==> config.mk <==
export PLATFORM = sky130hd
export DESIGN_NAME = ple_decode
export DESIGN_NICKNAME = d
export VERILOG_FILES = /design/src/hw/rtl/positional_list_engine_defines.svh /design/src/hw/rtl/ple_pkg.sv /design/src/hw/rtl/ple_decode.sv
export SDC_FILE = /design/constraint.sdc
export NUM_CORES = 1
export LEC_CHECK = 0
export BUFFER_PORTS_ARGS = -buffer_cell sky130_fd_sc_hd__buf_2
export CAP_MARGIN = 5
export CORE_MARGIN = 4
export CORE_UTILIZATION = 38
export DETAILED_ROUTE_END_ITERATION = 10
export PLACE_DENSITY = 0.85
export SLEW_MARGIN = 40
export SYNTH_ARGS = -nofsm -noshare
export SYNTH_HDL_FRONTEND = slang
export SYNTH_SLANG_ARGS = --single-unit
==> constraint.sdc <==
create_clock -name vclk -period 2.4
set_input_delay 0.12 -clock vclk [all_inputs]
set_output_delay 0.12 -clock vclk [all_outputs]
set_load 0.005 [all_outputs]
==> src/hw/rtl/positional_list_engine_defines.svh <==
// Assertion macros for the list engine RTL.
`ifndef POSITIONAL_LIST_ENGINE_DEFINES_SVH
`define POSITIONAL_LIST_ENGINE_DEFINES_SVH

// A condition that must hold at every clock edge outside reset.
`define PLE_ASSERT_NOW(lbl, expr) \
	lbl: assert property (@(posedge clk) disable iff (!arst_n) (expr)) \
		else $error("list engine check failed");

// A condition that must hold in the cycle after a trigger.
`define PLE_ASSERT_NEXT(lbl, pre, post) \
	lbl: assert property (@(posedge clk) disable iff (!arst_n) (pre) |=> (post)) \
		else $error("list engine check failed");

`endif

==> src/hw/rtl/ple_pkg.sv <==
`timescale 1ns / 1ps
package ple_pkg;

	localparam int CAPACITY = 128;
	localparam int DATA_W = 32;
	localparam int POS_W = 8;
	localparam int CNT_W = $clog2(CAPACITY + 1);
	localparam int CMP_W = (CNT_W > POS_W) ? CNT_W : POS_W;
	localparam int GRP_SIZE = 8;
	localparam int NGRP = (CAPACITY + GRP_SIZE - 1) / GRP_SIZE;

	localparam logic [1:0] OP_INSERT = 2'd0;
	localparam logic [1:0] OP_DELETE = 2'd1;
	localparam logic [1:0] OP_READ = 2'd2;
	localparam logic [1:0] OP_WRITE = 2'd3;

	localparam logic [1:0] ST_OK = 2'd0;
	localparam logic [1:0] ST_INVALID = 2'd1;
	localparam logic [1:0] ST_OVERFLOW = 2'd2;

	typedef struct packed {
		logic ins;
		logic del;
		logic wr;
		logic rd;
		logic [CNT_W-1:0] pos;
		logic [DATA_W-1:0] val;
	} cmd_t;

	typedef struct packed {
		logic [1:0] status;
		logic [POS_W-1:0] count_now;
	} res_t;

endpackage

==> src/hw/rtl/ple_decode.sv <==
`timescale 1ns / 1ps
module ple_decode
	import ple_pkg::*;
(
	input  logic [1:0] operation,
	input  logic [POS_W-1:0] position,
	input  logic [DATA_W-1:0] value,
	input  logic [CNT_W-1:0] count,
	output cmd_t cmd,
	output res_t res,
	output logic [CNT_W-1:0] count_next
);

	logic [CMP_W-1:0] pos_w;
	logic [CMP_W-1:0] cnt_w;
	logic [CMP_W-1:0] cnt_next_w;

	assign pos_w = CMP_W'(position);
	assign cnt_w = CMP_W'(count);

	always_comb begin
		cmd = '0;
		cmd.pos = pos_w[CNT_W-1:0];
		cmd.val = value;
		res.status = ST_OK;
		count_next = count;
		unique case (operation)
			OP_INSERT: begin
				if (count == CNT_W'(CAPACITY)) begin
					res.status = ST_OVERFLOW;
				end else if (pos_w > cnt_w) begin
					res.status = ST_INVALID;
				end else begin
					cmd.ins = 1'b1;
					count_next = count + CNT_W'(1);
				end
			end
			OP_DELETE: begin
				if (pos_w >= cnt_w) begin
					res.status = ST_INVALID;
				end else begin
					cmd.del = 1'b1;
					count_next = count - CNT_W'(1);
				end
			end
			OP_READ: begin
				if (pos_w >= cnt_w) begin
					res.status = ST_INVALID;
				end else begin
					cmd.rd = 1'b1;
				end
			end
			OP_WRITE: begin
				if (pos_w >= cnt_w) begin
					res.status = ST_INVALID;
				end else begin
					cmd.wr = 1'b1;
				end
			end
			default: begin
				res.status = ST_INVALID;
			end
		endcase
		cnt_next_w = CMP_W'(count_next);
		res.count_now = cnt_next_w[POS_W-1:0];
	end

endmodule

==> impl_metrics.json <==
{
  "status": "finished, final reports clean",
  "worst_pin_slew_ps": 400.0,
  "routabilityCongestion": 0.9338,
  "clock_buffers": 0,
  "synth_area_per_cell_sq_um": 7.350,
  "ir_drop_v": 0.00008574,
  "p_switching_w": 0.0001103,
  "p_per_area_nw_per_um2": 198.0,
  "maxCapViolCount": 0,
  "area_growth_pct": -9.696,
  "postRouteAntennaNets": 0,
  "fin_crit_sh_pct": 91.61,
  "antenna_found_initial": 0,
  "fp.dieW_um": 62.04,
  "p_comb_share_pct": 100.0,
  "grt.overflow.total": 0,
  "firstDrtPassIters": 4,
  "grt_max_degree": 12,
  "leakage_nw": 0.4875,
  "pwr-share-seq_pct": 0,
  "nets": 210,
  "yosysWarnings": 0,
  "design.seq.count": 0,
  "post-cts-setup-buffers": 0,
  "grt_pass1_wl_um": 4195,
  "synth_cell_types": 42,
  "first_iter_violations": 41,
  "cp.arrival_ps": 2080,
  "ys_seq_area_share_pct": 0,
  "core_sq_um": 2781,
  "synthCells": 151,
  "grt_pass1_vias": 915,
  "die_height_um": 62.04,
  "clock.fmax_mhz": 454.8,
  "crit_fanout": 6,
  "pwr-share-clk_pct": 0,
  "row_count": 19,
  "die_area_sq_um": 3849,
  "finalNonFillerCells": 179,
  "synth_nets": 211,
  "min_period_ps": 2199,
  "cp_data_required_time_ps": 2280,
  "ios": 112,
  "rsz0062_at_grt": "false",
  "start_util_pct": 39.90,
  "end_kind": "output pin",
  "drv_slew": 0,
  "routedWlPerCell_um": 14.58,
  "syn-cell-area_sq_um": 1110,
  "final.setup.tns_ps": 0,
  "fillers": 299,
  "io_buffer_count": 48,
  "power.internal_w": 0.00008813,
  "routed_wl_um": 2610,
  "vias": 997,
  "critPathLaunchType": "primary input",
  "utilization_pct": 36.03,
  "slew_headroom_pct": 73.19,
  "crit_type": "in2out",
  "dp.cells": 179,
  "hold_class": "in2out",
  "finalHoldViolCount": 0,
  "seqCellArea_sq_um": 0,
  "dp_hpwl_um": 2215,
  "antenna_cells": 0,
  "drive_above_1_share_pct": 43.92,
  "drc_errors": 0,
  "setup_violations": 0,
  "grt_usage_pct": 13.75,
  "viasPerCell": 5.570,
  "switching_share_pct": 55.59
}
-- synth_stat cells --
cell type | instances | share of area [%]
o211ai_1 | 1 | 0.68
a21boi_0 | 1 | 0.68
a21oi_1 | 6 | 2.7
ha_1 | 10 | 11
nand2_2 | 1 | 0.56
a41oi_1 | 3 | 2.4
nand3_2 | 1 | 0.90
nor2b_2 | 1 | 0.79
buf_2 | 2 | 0.90
nand3_1 | 6 | 2.7
nor3_2 | 2 | 1.8
nor4b_1 | 1 | 0.79
xnor2_1 | 4 | 3.2
buf_4 | 48 | 32
o211ai_2 | 1 | 1.1
buf_6 | 3 | 3.0
clkinv_1 | 1 | 0.34
nand4_1 | 3 | 1.7
a211o_1 | 1 | 0.79
a2bb2oi_1 | 1 | 0.79
nor4b_4 | 1 | 2.1
nor2_2 | 1 | 0.56
a211oi_2 | 1 | 1.1
o21bai_1 | 2 | 1.4
nor2b_1 | 1 | 0.56
o221ai_1 | 1 | 0.79
and2_1 | 2 | 1.1
nor3_1 | 4 | 1.8
a31oi_1 | 2 | 1.1
inv_1 | 9 | 3.0
nand2_1 | 7 | 2.4
o21ai_0 | 2 | 0.90
mux2_2 | 1 | 1.0
and3_1 | 2 | 1.1
a221o_1 | 1 | 0.90
nor2_1 | 10 | 3.4
nand4_2 | 1 | 1.1
o41a_1 | 1 | 1.0
and3_4 | 1 | 1.0
o21a_2 | 1 | 0.79
a31o_4 | 1 | 1.6
a32oi_1 | 2 | 1.6
-- placed cells by master (no fill, tap or decap), drive strengths merged, types with 4 or more instances in the layout --
cell and n:
a21oi 6, buf 50, ha 10, inv 9
nand2 8, nand3 7, nand4 4, nor2 11
nor3 6, xnor2 4
-- worst max-delay path: stages --
cell and delay (ps):
buf_2 150, inv_1 100, ha_1 290, nor2b_2 160, o211ai_2 210, a31o_4 220
and2_1 240, a21boi_0 120, o41a_1 330, buf_2 140
-- power by group through the flow --
stage | Combinational [W] | Sequential (W) | Clock, W
2_1_floorplan | 0.000187 | 0 | 0
6_report | 0.000198 | 0 | 0
3_3_place_gp | 0.000193 | 0 | 0
3_5_place_dp | 0.000198 | 0 | 0
5_1_grt | 0.000224 | 0 | 0
4_1_cts | 0.000199 | 0 | 0
-- routing by layer --
metal	GRT usage (%)	part of all wire, %	vias to the layer above
met5	0	0	-
met4	4.545	3.0	0
met3	2.686	13	14
met2	22.63	46	63
met1	17.83	39	443
li1	-	-	477
-- cell type report --
type,count,area [sq um],area share [%]
inverters,10,37.54,3.745
multi-input cells,88,670.6,66.92
well taps,31,38.79,3.870
repair buffers,50,255.2,25.47
-- worst paths after layout --
path | cells after the start | start | end | slack, ps
setup / recovery | 10 | count[1] | count_next[5] | 200
hold / removal | 0 | value[10] | cmd[10] | 240
-- what timing repair did --
action / 4_1_cts / 5_1_grt
gates resized for setup: 0 / 1
endpoints found under the hold margin: 0 / 0
setup endpoints to repair: 0 / 2
hold buffers: 0 / 0
-- cells by family (layout without fill, tap and decap cells) --
| family | count (synthesis) | after routing | share of synthesized area [%] |
|---|---|---|---|
| AOI/OAI and AO/OA | 28 | 28 | 20.29 |
| xor gates and xnor gates | 4 | 4 | 3.156 |
| adders and majority gates | 10 | 10 | 11.27 |
| buffers and inverters | 63 | 60 | 39.80 |
| muxes | 1 | 1 | 1.015 |
| and+or+nand+nor | 45 | 45 | 24.47 |
-- per-stage QoR --
stage          worst slack [ps]  instance area (sq um)  total power, W  hold WS (ps)
2_1_floorplan             398.7                   1110       0.0001873         312.6
4_1_cts                   165.7                  999.7       0.0001989         240.0
6_report                  201.4                   1002       0.0001984         240.0
3_5_place_dp              174.7                  999.7       0.0001981         240.0
3_3_place_gp              260.9                  999.7       0.0001934         240.0
5_1_grt                   50.18                   1002       0.0002238         240.0
(Power assumes the default switching activity.)
