$ cat src/hw/rtl/positional_list_engine_defines.svh
// Assertion macros for the list engine RTL.
`ifndef POSITIONAL_LIST_ENGINE_DEFINES_SVH
`define POSITIONAL_LIST_ENGINE_DEFINES_SVH

// A condition that must hold at every clock edge outside reset.
`define PLE_ASSERT_NOW(lbl, expr) \
	lbl: assert property (@(posedge clk) disable iff (!arst_n) (expr)) \
		else $error("list engine check failed");

// A condition that must hold in the cycle after a trigger.
`define PLE_ASSERT_NEXT(lbl, pre, post) \
	lbl: assert property (@(posedge clk) disable iff (!arst_n) (pre) |=> (post)) \
		else $error("list engine check failed");

`endif

$ cat src/hw/rtl/ple_pkg.sv
`timescale 1ns / 1ps
package ple_pkg;

	localparam int CAPACITY = 128;
	localparam int DATA_W = 32;
	localparam int POS_W = 8;
	localparam int CNT_W = $clog2(CAPACITY + 1);
	localparam int CMP_W = (CNT_W > POS_W) ? CNT_W : POS_W;
	localparam int GRP_SIZE = 8;
	localparam int NGRP = (CAPACITY + GRP_SIZE - 1) / GRP_SIZE;

	localparam logic [1:0] OP_INSERT = 2'd0;
	localparam logic [1:0] OP_DELETE = 2'd1;
	localparam logic [1:0] OP_READ = 2'd2;
	localparam logic [1:0] OP_WRITE = 2'd3;

	localparam logic [1:0] ST_OK = 2'd0;
	localparam logic [1:0] ST_INVALID = 2'd1;
	localparam logic [1:0] ST_OVERFLOW = 2'd2;

	typedef struct packed {
		logic ins;
		logic del;
		logic wr;
		logic rd;
		logic [CNT_W-1:0] pos;
		logic [DATA_W-1:0] val;
	} cmd_t;

	typedef struct packed {
		logic [1:0] status;
		logic [POS_W-1:0] count_now;
	} res_t;

endpackage

$ cat src/hw/rtl/ple_cell.sv
`timescale 1ns / 1ps
module ple_cell
	import ple_pkg::*;
(
	input  logic clk,
	input  logic cmd_vld,
	input  cmd_t cmd,
	input  logic [CNT_W-1:0] idx,
	input  logic [DATA_W-1:0] lower,
	input  logic [DATA_W-1:0] upper,
	output logic [DATA_W-1:0] entry,
	output logic [DATA_W-1:0] rd_data
);

	logic [DATA_W-1:0] entry_q;
	logic hit;

	assign hit = (idx == cmd.pos);

	// Ins pulls from below, del from above; ins/wr load cmd.val at pos.
	always_ff @(posedge clk) begin
		if (cmd_vld) begin
			if (cmd.ins && (idx > cmd.pos)) begin
				entry_q <= lower;
			end else if ((cmd.ins || cmd.wr) && hit) begin
				entry_q <= cmd.val;
			end else if (cmd.del && (idx >= cmd.pos)) begin
				entry_q <= upper;
			end
		end
	end

	assign entry = entry_q;
	assign rd_data = (cmd_vld && cmd.rd && hit) ? entry_q : '0;

endmodule

$ cat config.mk
export PLATFORM = sky130hd
export DESIGN_NAME = ple_cell
export DESIGN_NICKNAME = d
export VERILOG_FILES = /design/src/hw/rtl/positional_list_engine_defines.svh /design/src/hw/rtl/ple_pkg.sv /design/src/hw/rtl/ple_cell.sv
export SDC_FILE = /design/constraint.sdc
export NUM_CORES = 1
export LEC_CHECK = 0
export ABC_AREA = 1
export CAP_MARGIN = 5
export CELL_PAD_IN_SITES_DETAIL_PLACEMENT = 0
export CELL_PAD_IN_SITES_GLOBAL_PLACEMENT = 1
export CORE_MARGIN = 1
export CORE_UTILIZATION = 41
export CTS_CLUSTER_DIAMETER = 50
export DETAILED_ROUTE_END_ITERATION = 16
export DONT_BUFFER_PORTS = 1
export MAX_ROUTING_LAYER = met4
export PLACE_DENSITY = 0.86
export SKIP_LAST_GASP = 1
export SLEW_MARGIN = 10
export SYNTH_ARGS = -nofsm -noshare
export SYNTH_HDL_FRONTEND = slang
export SYNTH_SLANG_ARGS = --single-unit
$ cat constraint.sdc
create_clock -name clk -period 4.9 [get_ports clk]
set_clock_uncertainty 0.15 [all_clocks]
set_input_delay 0.98 -clock clk [delete_from_list [all_inputs] [get_ports clk]]
set_output_delay 0.98 -clock clk [all_outputs]
set_load 0.03 [all_outputs]
==> results.sh, run 1 <==
export IMPL_outcome="finished clean"
export IMPL_fill_cells=508
export IMPL_dp_cells=411
export IMPL_crit_type="in -> out"
export IMPL_ys_ff_latch=32
export IMPL_clockRootBuffer="clkbuf_8"
export IMPL_timing_hold_ws_ns=0.7490
export IMPL_power_leakage_nw=1.420
export IMPL_syn_area_per_cell_um2=7.128
export IMPL_end_kind="output port"
export IMPL_synthesis_nets=449
export IMPL_insertedDiodeCount=0
export IMPL_p_clk_share_pct=31.5
export IMPL_numCtsBuffers=5
export IMPL_cts_setup_buffers=0
export IMPL_tightest_slew_ns=0.9431
export IMPL_viasPerCell=4.680
export IMPL_power_density_mw_per_mm2=288.8
export IMPL_clock_sinks=32
export IMPL_path_clk_slew_ns=0.07
export IMPL_coreArea_mm2=0.005270
export IMPL_synth_area_top_cells="edfxtp_1 (42%), inv_1 (13%), nand2_1 (12%)"
export IMPL_rsz0062_at_grt="no"
export IMPL_vias=1961
export IMPL_drv_cap=0
export IMPL_hold_viol_final=0
export IMPL_min_period_ns=3.813
export IMPL_post_cts_resized=0
export IMPL_required_ns=3.77
export IMPL_fin_util_pct=50.12
export IMPL_synth_most_common_cell="inv_1"
export IMPL_start_kind="input pin"
export IMPL_io_buffers=0
export IMPL_syn2layout_area_growth_pct=14.73
export IMPL_io_pins=182
export IMPL_cts_max_path_buffers=2
export IMPL_grt_pass1_vias=1907
export IMPL_grt_ovfl_total=0
export IMPL_intPower_mw=0.5278
export IMPL_rows=26
export IMPL_p_total_mw=0.7628
export IMPL_routed_wl_mm=5.265
export IMPL_die_area_mm2=0.005919
export IMPL_dp_hpwl_mm=4.054
export IMPL_cts_tree="yes"
export IMPL_cp_endpoint="rd_data[0]"
export IMPL_antenna_left=0
export IMPL_synthArstFlopShare_pct=0
export IMPL_cp_max_fo=19
export IMPL_clock_fmax_mhz=262.3
export IMPL_grt_pass1_wl_mm=8.411
export IMPL_setup_viol=0
export IMPL_slew_violations=0
export IMPL_synth_top_area_share_pct=41.74
export IMPL_fin_cells=419
export IMPL_drive_above_1_share_pct=14.33
export IMPL_syn_inst=323
export IMPL_max_slew_margin_pct=37.03
export IMPL_p_sw_mw=0.2350
export IMPL_power_frac_seq_pct=55.9
export IMPL_die_h_um=76.94
export IMPL_initial_core_util_pct=43.68
export IMPL_seq_area_frac_synth_pct=41.74
export IMPL_holdBufCountCts=0
export IMPL_nets=474
export IMPL_critPathLaunch="cmd[39]"
export IMPL_synth_top_cell_by_area="edfxtp_1"
export IMPL_die_width_um=76.94
export IMPL_fin_crit_sh_pct=77.81
export IMPL_largest_reg_flops=32
export IMPL_combPwrFrac_pct=12.5
export IMPL_grt_max_degree=65
export IMPL_gp_congestion=0.7077
export IMPL_drt_initial_drc_count=71
export IMPL_post_drt_wl_per_cell_um=12.57
export IMPL_drc=0
export IMPL_dr_pass1_iters=4
export IMPL_yosys_warnings=0
export IMPL_antenna_found_initial=0
export IMPL_holdCritPathClass="in -> reg"
export IMPL_setup_tns_ns=0
export IMPL_cp_arrival_ns=2.68
export IMPL_switching_share_pct=30.81
export IMPL_synthTopCellsByCount="inv_1 (78), nand2_1 (76), o21ai_1 (55)"
export IMPL_grtUsageTotal_pct=18.48
export IMPL_irDropWorstVdd_v=0.0001325
export IMPL_synth_flop_cell="edfxtp_1"
export IMPL_netlist_area_mm2=0.002302
export IMPL_synth_cell_types=20
export IMPL_cts_max_level=2
export IMPL_synth_edf_count=32
## cell type report
| class | count | area (µm²) | area share [%] |
|---|---|---|---|
| flip-flops and latches | 32 | 960.9 | 36.38 |
| multi-input cells | 195 | 930.9 | 35.24 |
| inverters | 80 | 300.3 | 11.37 |
| repair buffers | 34 | 255.2 | 9.664 |
| well taps | 70 | 87.58 | 3.316 |
| clock buffers | 5 | 68.82 | 2.605 |
| clock inverters | 3 | 37.54 | 1.421 |
## cell families after synthesis
family	after synthesis	synth area share, %
DFF	32	41.74
AOI/OAI and AO/OA	68	15.27
buffers and inverters	96	18.48
adders and majority gates	8	4.348
and+or+nand+nor	119	20.16
## worst max-delay path: stages
cell and delay (ns):
inv_1 0.02, ha_1 0.29, nand2_2 0.08, nor2_4 0.12
nand2_2 0.06, inv_2 0.09, nand3_1 0.37, buf_4 0.37
nor2_1 0.12, buf_4 0.17
## power groups by stage
stage                     Sequential, mW  Combinational (mW)  Clock [mW]
after floorplan                    0.425              0.0828           0
after global placement             0.432              0.0941           0
after detailed placement           0.433              0.0969           0
after CTS                          0.427              0.0975       0.249
after global routing               0.429               0.116       0.260
final                              0.427              0.0956       0.241
## cells in the final DEF (no fill, tap or decap), drive strengths merged
master  netlist  routed
a21o          1       1
a21oi         2       2
buf          10      34
bufinv        0       1
clkbuf        6       5
clkinv        0       2
edfxtp       32      32
ha            8       8
inv          80      80
nand2        78      78
nand3         2       2
nor2         39      39
o21ai        65      65
## layer usage
metal,part of all wire (%),wire length [µm],global-route usage [%]
met1,39,2062,18.72
met2,52,2713,34.55
met3,7.5,393,3.571
met4,1.8,96,7.308
met5,0,0,-
## worst min path at each step
stage               slack, ns  depth (start not counted)             endpoint      start
global route             0.74                          2  entry[18]$_DFFE_PP_  lower[18]
CTS                      0.74                          2   entry[1]$_DFFE_PP_   lower[1]
finish                   0.75                          2   entry[1]$_DFFE_PP_   lower[1]
detailed placement       1.04                          2   entry[1]$_DFFE_PP_   lower[1]
global placement         1.03                          2  entry[31]$_DFFE_PP_  lower[31]
floorplan                1.02                          2   entry[0]$_DFFE_PP_   lower[0]
## metrics by stage
stage | cell area, µm² | setup WS, ns
5_1_grt | 2641 | 0.8603
6_report | 2641 | 1.087
3_5_place_dp | 2535 | 1.052
4_1_cts | 2641 | 1.049
3_3_place_gp | 2535 | 1.123
2_1_floorplan | 2302 | 1.037
Note: power is estimated with default switching activity, not from simulation.
==> run 2, diff against run 1 <==
--- a/config.mk
+++ b/config.mk
@@ -10,12 +10,12 @@
 export CELL_PAD_IN_SITES_DETAIL_PLACEMENT = 0
 export CELL_PAD_IN_SITES_GLOBAL_PLACEMENT = 1
 export CORE_MARGIN = 1
-export CORE_UTILIZATION = 41
+export CORE_UTILIZATION = 37
 export CTS_CLUSTER_DIAMETER = 50
 export DETAILED_ROUTE_END_ITERATION = 16
 export DONT_BUFFER_PORTS = 1
 export MAX_ROUTING_LAYER = met4
-export PLACE_DENSITY = 0.86
+export PLACE_DENSITY = 0.83
 export SKIP_LAST_GASP = 1
 export SLEW_MARGIN = 10
 export SYNTH_ARGS = -nofsm -noshare
==> constraint.sdc (replaced) <==
create_clock -name clk -period 3.1 [get_ports clk]
set_clock_uncertainty 0.15 [all_clocks]
set_input_delay 0.62 -clock clk [delete_from_list [all_inputs] [get_ports clk]]
set_output_delay 0.62 -clock clk [all_outputs]
set_load 0.03 [all_outputs]
==> run 2 against run 1 <==
  * Core utilization down 5.5 points
  * Hold slack worse by 0.36 ns
  * Cell area is 0.57% higher
  * Sequential power grew 57%
  * Clock-buffer cell count up 1
  * Routed wire length fell by 3.6%
  * Clock power increased by 23%
  * Combinational power is 65% higher
  * First-iteration DRC count down 39%
  * Flip-flop and latch count unchanged
  * Final cell count rose by 2.1%
  * Highest routed layer unchanged
==> results.sh, run 2 (synthesis gave the netlist of run 1 again) <==
export IMPL_cts_tree="yes"
export IMPL_clockRootBuffer="clkbuf_8"
export IMPL_drive_above_1_share_pct=15.58
export IMPL_outcome="finished clean"
export IMPL_dr_pass1_iters=4
export IMPL_cp_arrival_ns=1.88
export IMPL_routed_wl_mm=5.076
export IMPL_post_drt_wl_per_cell_um=11.86
export IMPL_power_density_mw_per_mm2=424.0
export IMPL_io_pins=182
export IMPL_die_area_mm2=0.006542
export IMPL_required_ns=2.33
export IMPL_power_leakage_nw=1.433
export IMPL_drt_initial_drc_count=43
export IMPL_drv_cap=0
export IMPL_numCtsBuffers=5
export IMPL_start_kind="input pin"
export IMPL_grt_max_degree=39
export IMPL_cts_setup_buffers=0
export IMPL_grt_pass1_vias=1649
export IMPL_die_h_um=80.88
export IMPL_min_period_ns=2.655
export IMPL_setup_tns_ns=0
export IMPL_syn2layout_area_growth_pct=15.38
export IMPL_slowest_stage="ha_1"
export IMPL_insertedDiodeCount=0
export IMPL_clock_sinks=32
export IMPL_io_buffers=0
export IMPL_antenna_left=0
export IMPL_layout_common_cells="inv_1 (78), nand2_1 (76), o21ai_1 (55)"
export IMPL_slew_violations=0
export IMPL_drc=0
export IMPL_vias=1990
export IMPL_holdCritPathClass="in -> reg"
export IMPL_clock_fmax_mhz=376.7
export IMPL_rows=28
export IMPL_hold_viol_final=0
export IMPL_antenna_found_initial=0
export IMPL_largest_reg_flops=32
export IMPL_cp_max_fo=22
export IMPL_path_clk_slew_ns=0.07
export IMPL_die_width_um=80.88
export IMPL_nets=479
export IMPL_tightest_slew_ns=0.7076
export IMPL_crit_type="in -> out"
export IMPL_post_cts_resized=0
export IMPL_coreArea_mm2=0.005956
export IMPL_critPathMaxStageDelay_ns=0.29
export IMPL_dp_hpwl_mm=4.078
export IMPL_crit_chain="inv_1, ha_1, nand2_2, nor2_4, nand2_2, inv_2, nand3_1, buf_4, nor2_1, buf_4"
export IMPL_gp_congestion=0.7600
export IMPL_setup_viol=0
export IMPL_cts_max_level=2
export IMPL_holdBufCountCts=0
export IMPL_grtUsageTotal_pct=15.17
export IMPL_rsz0062_at_grt="no"
export IMPL_max_slew_margin_pct=52.65
export IMPL_timing_hold_ws_ns=0.3846
export IMPL_grt_ovfl_total=0
export IMPL_grt_pass1_wl_mm=7.383
export IMPL_cts_max_path_buffers=2
export IMPL_viasPerCell=4.650
export IMPL_fin_crit_sh_pct=85.64
export IMPL_initial_core_util_pct=38.66
export IMPL_irDropWorstVdd_v=0.0001643
export IMPL_end_kind="output port"
export IMPL_mostFrequentLayoutCell="inv_1"
==> run 2: cell types whose count changed in the layout (fill, tap and decap cells not counted) <==
cell	delta
buf_4	+5
bufinv_16	-1
clkinv_1	-2
clkinv_2	+1
clkbuf_1	+1
==> run 2: report_power, final <==
part	leakage, nW	internal (mW)	total [mW]	switching, mW
logic	1.10	0.0593	0.158	0.0987
registers	0.293	0.546	0.672	0.126
clock network	0.0410	0.152	0.296	0.144
==> run 2: worst paths after layout <==
path                  cells after the start       from             endpoint
worst max-delay path                     10    cmd[39]          rd_data[11]
worst min-delay path                      2  lower[31]  entry[31]$_DFFE_PP_
==> run 2: stage by stage <==
step	instances	setup slack (ns)	power, mW	utilization (%)	cell area [µm²]
3_3_place_gp	421	0.4631	0.8366	43.30	2579
6_report	428	0.4450	1.126	44.60	2656
4_1_cts	428	0.4388	1.144	44.60	2656
3_5_place_dp	421	0.4433	0.8430	43.30	2579
2_1_floorplan	323	0.1456	0.8033	-	2305
5_1_grt	428	0.3452	1.191	44.60	2656
==> run 2: area by class of cell <==
type | instances | area, µm²
inverter | 80 | 300.3
tap | 75 | 93.84
sequential | 32 | 960.9
fill | 628 | 3299
clock buffer | 6 | 72.57
timing repair buffer | 39 | 292.8
multi-input combinational | 195 | 930.9
clock inverter | 1 | 5.005
==> run 2: routing by layer <==
layer	vias up	wire length [µm]	GRT usage, %
met4	0	80	5.000
met5	-	0	-
li1	1047	-	-
met2	95	2673	27.98
met1	840	1915	16.12
met3	8	406	2.921
==> run 2: worst max-delay path: cells and delay by family <==
| family | cells | cell delay (ns) |
|---|---|---|
| adders and majority gates | 1 | 0.29 |
| buffers and inverters | 4 | 0.49 |
| and+or+nand+nor | 5 | 0.46 |
==> run 3, diff against run 2 <==
--- a/config.mk
+++ b/config.mk
@@ -14,8 +14,8 @@
 export CTS_CLUSTER_DIAMETER = 50
 export DETAILED_ROUTE_END_ITERATION = 16
 export DONT_BUFFER_PORTS = 1
-export MAX_ROUTING_LAYER = met4
 export PLACE_DENSITY = 0.83
+export SETUP_SLACK_MARGIN = 0.15
 export SKIP_LAST_GASP = 1
 export SLEW_MARGIN = 10
 export SYNTH_ARGS = -nofsm -noshare
==> run 3 against run 2 <==
  * Setup slack improved by 0.0071 ns
  * Core utilization increased by 0.11 points
  * Hold slack got worse by 0.0042 ns
  * Non-clock buffer count increased by 1
  * Fmax increased by 0.27%
  * Cell area increased by 0.24%
  * Clock-buffer cell count decreased by 1
  * Flip-flop and latch count unchanged
  * Die area unchanged
==> results.sh, run 3 (synthesis gave the netlist of run 1 again) <==
export IMPL_outcome="finished clean"
export IMPL_initial_core_util_pct=38.66
export IMPL_syn2layout_area_growth_pct=15.65
export IMPL_routed_wl_mm=5.200
export IMPL_grt_use_met1_pct=15.73
export IMPL_post_cts_resized=0
export IMPL_placed_area_mm2=0.002586
export IMPL_die_width_um=80.88
export IMPL_setup_tns_ns=0
export IMPL_path_clk_slew_ns=0.07
export IMPL_timing_hold_ws_ns=0.3805
export IMPL_die_h_um=80.88
export IMPL_min_period_ns=2.648
export IMPL_seq_area_um2=960.9
export IMPL_antenna_left=0
export IMPL_drv_cap=0
export IMPL_crit_chain="inv_1, ha_1, nand2_2, nor2_4, nand2_2, inv_2, nand3_1, buf_4, nor2_1, buf_4"
export IMPL_hold_viol_final=0
export IMPL_drive_above_1_share_pct=15.54
export IMPL_die_area_mm2=0.006542
export IMPL_viasPerCell=4.608
export IMPL_path_buf_inv=4
export IMPL_setup_viol=0
export IMPL_coreArea_mm2=0.005956
export IMPL_dr_pass1_iters=6
export IMPL_holdBufCountCts=0
export IMPL_gp_congestion=0.7590
export IMPL_drc=0
export IMPL_layout_common_cells="inv_1 (78), nand2_1 (76), o21ai_1 (55)"
export IMPL_rsz0062_at_grt="no"
export IMPL_grtUsageMet2_pct=27.56
export IMPL_rows=28
export IMPL_mostFrequentLayoutCell="inv_1"
export IMPL_io_buffers=0
export IMPL_insertedDiodeCount=0
export IMPL_grt_ovfl_total=0
export IMPL_grt_pass1_wl_mm=7.224
export IMPL_crit_type="in -> out"
export IMPL_multiInputGateArea_um2=930.9
export IMPL_numCtsBuffers=5
export IMPL_fin_crit_sh_pct=85.42
export IMPL_cts_max_level=2
export IMPL_holdCritPathClass="in -> reg"
export IMPL_io_pins=182
export IMPL_dp_hpwl_mm=4.195
export IMPL_power_density_mw_per_mm2=422.8
export IMPL_path_depth=10
export IMPL_grt_busiest_layer="met2"
export IMPL_slew_violations=0
export IMPL_clockRootBuffer="clkbuf_8"
export IMPL_fill_cells=625
export IMPL_grtUsageTotal_pct=14.75
export IMPL_cp_arrival_ns=1.88
export IMPL_nets=480
export IMPL_grt_pass1_vias=1597
export IMPL_critPathMaxStageDelay_ns=0.29
export IMPL_grt_max_degree=37
export IMPL_clock_fmax_mhz=377.7
export IMPL_path_delay_family="buffers and inverters"
export IMPL_antenna_found_initial=0
export IMPL_irDropWorstVdd_v=0.0001789
export IMPL_whs_path_depth=2
export IMPL_start_kind="input pin"
export IMPL_required_ns=2.33
export IMPL_power_leakage_nw=1.435
export IMPL_cts_setup_buffers=0
export IMPL_clock_sinks=32
export IMPL_drt_initial_drc_count=57
export IMPL_vias=1977
export IMPL_end_kind="output port"
export IMPL_largest_reg_flops=32
export IMPL_cts_max_path_buffers=2
export IMPL_post_drt_wl_per_cell_um=12.12
export IMPL_slowest_stage="ha_1"
export IMPL_fin_area_mm2=0.002663
export IMPL_use_met3_pct=3.596
export IMPL_tightest_slew_ns=0.7590
export IMPL_cp_max_fo=22
export IMPL_cts_tree="yes"
export IMPL_max_slew_margin_pct=49.21
## run 3: metrics by stage
step	total power, mW	utilization [%]	worst slack [ns]	instances
finish	1.126	44.71	0.4521	429
global route	1.189	44.71	0.3203	429
CTS	1.142	44.71	0.4306	429
detailed placement	0.8455	43.42	0.4354	422
global placement	0.8378	43.42	0.4581	422
floorplan	0.8042	-	0.3419	323
## run 3: layout make-up
class,count,share of cell area [%]
Sequential cell,32,36.09
Multi-Input combinational cell,195,34.96
Inverter,80,11.28
Timing Repair Buffer,40,11.28
Tap cell,75,3.524
Clock buffer,5,2.585
Clock inverter,2,0.2820
## run 3: path summary, 6_finish.rpt
check | slack [ns] | endpoint | startpoint
min | 0.38 | entry[22]$_DFFE_PP_ | lower[22]
max | 0.45 | rd_data[13] | cmd[39]
## run 3: where the power goes
| part | leakage (nW) | internal [mW] | switching, mW |
|---|---|---|---|
| Combinational | 1.10 | 0.0595 | 0.0998 |
| Clock | 0.0391 | 0.148 | 0.145 |
| Sequential | 0.293 | 0.546 | 0.128 |
## run 3: layer usage
layer	part of all wire, %	wire length (µm)
met4	1.1	59
met1	39	2030
met3	8.5	441
met2	51	2669
met5	0	0
